<file path="src/hdl/assert_macros.svh">
// Assertion macros shared by the mixer RTL.
// Every macro samples on clk and is disabled while rst is high.
`ifndef ASSERT_MACROS_SVH
`define ASSERT_MACROS_SVH

// Property that must hold in the same cycle.
`define MWM_ASSERT(label, prop, msg) \
  label: assert property (@(posedge clk) disable iff (rst) prop) \
    else $error(msg);

// Antecedent in one cycle, consequent in the next.
`define MWM_ASSERT_NEXT(label, ante, cons, msg) \
  label: assert property (@(posedge clk) disable iff (rst) (ante) |=> (cons)) \
    else $error(msg);

`endif

</file>
<file path="src/hdl/mwm_pkg.sv">
// Shared types, constants and the CORDIC arctangent table of the wheel speed mixer.
// No dependencies; every other file of the mixer but assert_macros.svh imports it.
package mwm_pkg;

  // Field widths
  localparam int STICK_W     = 11;
  localparam int YAW_W       = 16;
  localparam int WHEEL_W     = 16;
  localparam int SPEED_MAX_W = 14;
  localparam int GAIN_W      = 10;
  localparam int GAIN_FRAC   = 8;

  localparam int TRIG_FRACTION_BITS_DEFAULT = 15;

  // Configuration port
  localparam int APB_DATA_W = 32;
  localparam int APB_ADDR_W = 3;
  localparam int REG_IDX_W  = 1;

  typedef enum logic [REG_IDX_W-1:0] {
    REG_SPEED_MAX     = 1'b0,
    REG_ROTATION_GAIN = 1'b1
  } reg_idx_t;

  localparam logic [SPEED_MAX_W-1:0] SPEED_MAX_RESET     = 14'd2000;
  localparam logic [GAIN_W-1:0]      ROTATION_GAIN_RESET = 10'd307;

  typedef struct packed {
    logic [SPEED_MAX_W-1:0] speed_max;
    logic [GAIN_W-1:0]      rotation_gain;
  } cfg_t;

  // Stick scaling: trunc(stick * speed_max / 660)
  localparam int STICK_FULL     = 660;
  localparam int NUM_STICKS     = 3;
  localparam int SCALE_PROD_W   = STICK_W + SPEED_MAX_W + 1;
  localparam int SCALE_ABS_W    = STICK_W + SPEED_MAX_W - 1;
  localparam int SCALE_RECIP_W  = 15;
  localparam logic [SCALE_RECIP_W-1:0] SCALE_RECIP =
    SCALE_RECIP_W'((64'd1 << SCALE_ABS_W) / STICK_FULL);
  localparam int SPEED_W        = 16;
  localparam int ROT_W          = SPEED_W + GAIN_W + 1;

  // Angle handling in centidegrees
  localparam int ANGLE_TURN     = 36000;
  localparam int ANGLE_HALF     = 18000;
  localparam int ANGLE_QUARTER  = 9000;
  localparam int THETA_W        = YAW_W + 1;
  localparam int ANG_W          = THETA_W + 2;
  localparam int ANG_MAG_W      = 14;

  // Binary angle: z = |m| * 2^32 / 36000 = |m| * Z_INT + |m| * Z_REM / 36000
  localparam longint unsigned BAM_TURN = 64'd1 << 32;
  localparam int Z_INT_W   = 17;
  localparam int Z_REM_W   = 15;
  localparam logic [Z_INT_W-1:0] Z_INT = Z_INT_W'(BAM_TURN / ANGLE_TURN);
  localparam logic [Z_REM_W-1:0] Z_REM = Z_REM_W'(BAM_TURN % ANGLE_TURN);
  localparam int ZI_W      = ANG_MAG_W + Z_INT_W;
  localparam int ZF_W      = ANG_MAG_W + Z_REM_W;
  localparam int Z_RECIP_W = 14;
  localparam logic [Z_RECIP_W-1:0] Z_RECIP = Z_RECIP_W'((64'd1 << ZF_W) / ANGLE_TURN);
  localparam int ZQ_W      = 13;

  // CORDIC in Q30
  localparam int ANGLE_FRAC_BITS = 30;
  localparam int CORDIC_STEPS    = 24;
  localparam int CORDIC_W        = 33;
  localparam logic signed [CORDIC_W-1:0] CORDIC_X0 = 33'sd652032874;

  // Rotation and wheel mixing
  localparam int VEL_W  = 18;
  localparam int WSUM_W = 28;
  localparam int NUM_WHEELS = 4;

  // Data that rides along the CORDIC pipe
  typedef struct packed {
    logic signed [SPEED_W-1:0] sx;
    logic signed [SPEED_W-1:0] sy;
    logic signed [ROT_W-1:0]   rot;
    logic                      flip;
  } side_t;

  // atan(2^-i) in turns scaled by 2^32
  function automatic logic [31:0] mwm_atan(input int unsigned i);
    case (i)
      0:       return 32'd536870912;
      1:       return 32'd316933406;
      2:       return 32'd167458907;
      3:       return 32'd85004756;
      4:       return 32'd42667331;
      5:       return 32'd21354465;
      6:       return 32'd10679838;
      7:       return 32'd5340245;
      8:       return 32'd2670163;
      9:       return 32'd1335087;
      10:      return 32'd667544;
      11:      return 32'd333772;
      12:      return 32'd166886;
      13:      return 32'd83443;
      14:      return 32'd41722;
      15:      return 32'd20861;
      16:      return 32'd10430;
      17:      return 32'd5215;
      18:      return 32'd2608;
      19:      return 32'd1304;
      20:      return 32'd652;
      21:      return 32'd326;
      22:      return 32'd163;
      23:      return 32'd81;
      default: return 32'd0;
    endcase
  endfunction

endpackage

</file>
<file path="src/hdl/mwm_regs.sv">
// APB configuration registers of the mixer: speed_max and rotation_gain.
// Depends on mwm_pkg for the register map and cfg_t.
module mwm_regs (
  input  logic                            clk,
  input  logic                            rst,
  input  logic                            psel,
  input  logic                            penable,
  input  logic                            pwrite,
  input  logic [mwm_pkg::APB_ADDR_W-1:0]  paddr,
  input  logic [mwm_pkg::APB_DATA_W-1:0]  pwdata,
  output logic [mwm_pkg::APB_DATA_W-1:0]  prdata,
  output logic                            pready,
  output mwm_pkg::cfg_t                   cfg
);
  import mwm_pkg::*;

  reg_idx_t idx;
  logic     wr;

  assign idx    = reg_idx_t'(paddr[APB_ADDR_W-1:APB_ADDR_W-REG_IDX_W]);
  assign wr     = psel && penable && pwrite;
  assign pready = 1'b1;

  always_ff @(posedge clk) begin
    if (rst) begin
      cfg.speed_max     <= SPEED_MAX_RESET;
      cfg.rotation_gain <= ROTATION_GAIN_RESET;
    end else if (wr) begin
      case (idx)
        REG_SPEED_MAX:     cfg.speed_max     <= pwdata[SPEED_MAX_W-1:0];
        REG_ROTATION_GAIN: cfg.rotation_gain <= pwdata[GAIN_W-1:0];
        default: ;
      endcase
    end
  end

  always_comb begin
    case (idx)
      REG_SPEED_MAX:     prdata = APB_DATA_W'(cfg.speed_max);
      REG_ROTATION_GAIN: prdata = APB_DATA_W'(cfg.rotation_gain);
      default:           prdata = '0;
    endcase
  end
endmodule

</file>
<file path="config.mk">
export PLATFORM = sky130hd
export DESIGN_NAME = mwm_regs
export DESIGN_NICKNAME = d
export VERILOG_FILES = /design/src/hdl/assert_macros.svh /design/src/hdl/mwm_pkg.sv /design/src/hdl/mwm_regs.sv
export SDC_FILE = /design/constraint.sdc
export NUM_CORES = 1
export LEC_CHECK = 0
export BUFFER_PORTS_ARGS = -buffer_cell sky130_fd_sc_hd__buf_4
export CORE_MARGIN = 2
export CORE_UTILIZATION = 40
export CTS_CLUSTER_DIAMETER = 80
export DETAILED_ROUTE_END_ITERATION = 8
export HOLD_SLACK_MARGIN = 0.06
export PLACE_DENSITY = 0.82
export SYNTH_ARGS = -nofsm -noshare
export SYNTH_HDL_FRONTEND = slang
export SYNTH_SLANG_ARGS = --single-unit
</file>
<file path="constraint.sdc">
create_clock -name clk -period 1.2 [get_ports clk]
set_input_delay 0.06 -clock clk [delete_from_list [all_inputs] [get_ports clk]]
set_output_delay 0.06 -clock clk [all_outputs]
set_load 0.02 [all_outputs]
</file>
==> flow_summary.ini <==
[outcome]
run_status = completed

[place]
dp.final_hpwl_um = 1930
io_buffers = 57
post_dp_cell_area_sq_um = 1700
gpl.final_weighted_congestion = 0.704

[cells_and_area]
final_nets = 249
num_antenna_cells = 0
fillerInstances = 292
top_register = cfg
largest_reg_flops = 24
postLayoutCellArea_sq_um = 1860
largestRegisters = cfg (24)
drive_gt1_share_pct = 36.2
areaGrowthSynthToFinish_pct = 40.3

[job]
maxCapViolCount = 0

[setup_path]
critical-path-max-stage-delay_ns = 0.35
critical_path.startpoint_type = register
setup.worst_path.end_class = primary output
critPathArrivalTime_ns = 1.08
path_cells = mux2_2 > buf_4
cp_max_fo = 3
worst-setup-path-type = register to primary output
timing.critical_path.required_ns = 1.14
slowest_cp_cell = sky130_fd_sc_hd__dfxtp_1

[sta]
max_slew_violation_total_from_the_final_report = 0
maxClockFrequency_mhz = 881
finalSetupViolations = 0
finalHoldViolations = 0
final.setup.tns_ns = 0
post-route-period-util_pct = 94.6
finClkSkew_ns = 0
timing.final.crit_period_ns = 1.14
grt_setup_unrepaired = false

[drt]
detail-route-antenna-nets = 0
detail_route.wl_per_cell_um = 11.0
drcViolationCount = 0
routed_via_density = 4.28
drt-pass1-iter-count = 4
num_vias = 1075
drt_iter0_markers = 28
routed_wl_um = 2750

[synthesis]
number_of_flops_mapped_to_enable_cells_by_yosys = 0
synth.top_cells.by_area = sky130_fd_sc_hd__dfxtp_1 36%, sky130_fd_sc_hd__mux2i_1 18%, sky130_fd_sc_hd__buf_4 11%, sky130_fd_sc_hd__nand2b_1 11%, sky130_fd_sc_hd__mux2_2 8.5%
share_of_the_synthesized_area_in_the_top_cell_type_pct = 36.2
post_synth_most_frequent_cells = 24 x sky130_fd_sc_hd__dfxtp_1, 24 x sky130_fd_sc_hd__mux2i_1, 24 x sky130_fd_sc_hd__nand2b_1, 20 x sky130_fd_sc_hd__buf_4, 20 x sky130_fd_sc_hd__nor2_1
postSynthAreaPerCell_sq_um = 9.48
yosysSeqAreaShare_pct = 36.2
post_synth_instance_area_sq_um = 1330
biggest_area_consumer_among_synthesized_cells = sky130_fd_sc_hd__dfxtp_1
synth-seq-cells = 24
yosys_warnings = 0
post_synth_num_cell_types = 15
synth_ff_type = sky130_fd_sc_hd__dfxtp_1
ys_async_sr_fraction_pct = 0
synthesized_netlist_cell_count = 140

[cts]
insertion_delay_ns = 0.30
cts_root_buffer = sky130_fd_sc_hd__clkbuf_4
tritoncts.num_buffers = 3
clkSinkCount = 24
cts_tree = done
path_clk_slew_ns = 0.12
ctsHtreeMaxLevel = 1
cts-root-to-sink-buffers = 2

[floorplanning]
io-pin-count = 97
floorplan.die.height_um = 61.6
floorplan.core_area_sq_um = 3100
core.rowCount = 20
start_util_pct = 42.8
die_area_sq_um = 3800
die_x_um = 61.6

[hold_path]
min_path_type = input pin to register

[grt]
grt_pass1_vias = 972
grt_overflow = 0
grt_first_pass_wirelength_um = 4300
grtUsageTotal_pct = 15.1
grt_start_max_net_pins = 45
antenna_found_initial = 0

[pwr]
worst_ir_drop_vdd_mv = 0.503
p_per_area_nw_per_um2 = 823
leakagePower_uw = 0.000834
[placed cells by master (no fill, tap or decap)]
| cell type | n |
|---|---|
| sky130_fd_sc_hd__mux2_2 | 10 |
| sky130_fd_sc_hd__and4b_1 | 1 |
| sky130_fd_sc_hd__clkbuf_4 | 3 |
| sky130_fd_sc_hd__buf_4 | 62 |
| sky130_fd_sc_hd__nand4_1 | 1 |
| sky130_fd_sc_hd__dfxtp_1 | 24 |
| sky130_fd_sc_hd__conb_1 | 19 |
| sky130_fd_sc_hd__dlygate4sd3_1 | 14 |
| sky130_fd_sc_hd__nand2b_1 | 24 |
| sky130_fd_sc_hd__and4_1 | 1 |
| sky130_fd_sc_hd__nor2b_1 | 4 |
| sky130_fd_sc_hd__nor2_1 | 20 |
| sky130_fd_sc_hd__mux2i_1 | 24 |
[cell type report]
| cell class | count | area (sq um) | area share, % |
|---|---|---|---|
| Clock buffer | 3 | 22.5 | 1.21 |
| Multi-Input combinational cell | 104 | 699 | 37.5 |
| Sequential cell | 24 | 480 | 25.8 |
| Tap cell | 44 | 55.1 | 2.95 |
| Timing Repair Buffer | 76 | 606 | 32.5 |
[report_power, final]
part,internal (uW),switching (uW),total (uW)
clock,117,217,334
sequential,814,12.9,827
combinational,177,195,372
[kinds of logic (layout without fill, tap and decap cells)]
family	count (synthesis)	count (layout)	synth area share, %
buf+inv	29	79	15.9
other cells	2	19	0.566
mux	34	34	26.6
simple gates	51	51	20.7
flops	24	24	36.2
[timing repair]
| item | CTS | global route |
|---|---|---|
| resized for setup | 0 | 0 |
| endpoints found under the setup margin | 0 | 0 |
| hold buffers | 14 | 0 |
| hold endpoints to repair | 24 | 0 |
| setup buffers | 0 | 0 |
[worst max-delay path: cells and delay by family (launching register included)]
kind                   cells  cell delay (ns)
buffers and inverters      1             0.16
flip-flops                 1             0.35
multiplexers               1             0.27
[worst paths after layout]
check / from / slack, ns / to / cells past startpoint
setup / recovery: cfg[9] / 0.06 / prdata[9] / 2
hold / removal: pwrite / 0.19 / cfg[4] / 3
setup reg to reg: cfg[2] / 0.57 / cfg[2] / 2
hold reg to reg: cfg[21] / 0.49 / cfg[21] / 2
[through the flow]
| step | instances | utilization, % | power (uW) | setup slack, ns | hold slack, ns |
|---|---|---|---|---|---|
| 2_1_floorplan | 157 | - | 1110 | 0.268 | 0.215 |
| 4_1_cts | 251 | 60.0 | 1560 | 0.0429 | 0.185 |
| 6_report | 251 | 60.0 | 1530 | 0.0647 | 0.193 |
| 3_5_place_dp | 234 | 54.8 | 1180 | 0.137 | 0.333 |
| 5_1_grt | 251 | 60.0 | 1610 | 0.0222 | 0.220 |
| 3_3_place_gp | 234 | 54.8 | 1180 | 0.166 | 0.316 |
[routing by layer]
| layer | up-vias | track usage (%) | share of wire [%] |
|---|---|---|---|
| met5 | - | 0 | 0 |
| met4 | 0 | 4.56 | 0.47 |
| met3 | 2 | 2.73 | 5.2 |
| met2 | 41 | 26.5 | 49 |
| met1 | 483 | 18.8 | 45 |
| li1 | 549 | - | - |
Power figures use the tool's default switching activity.
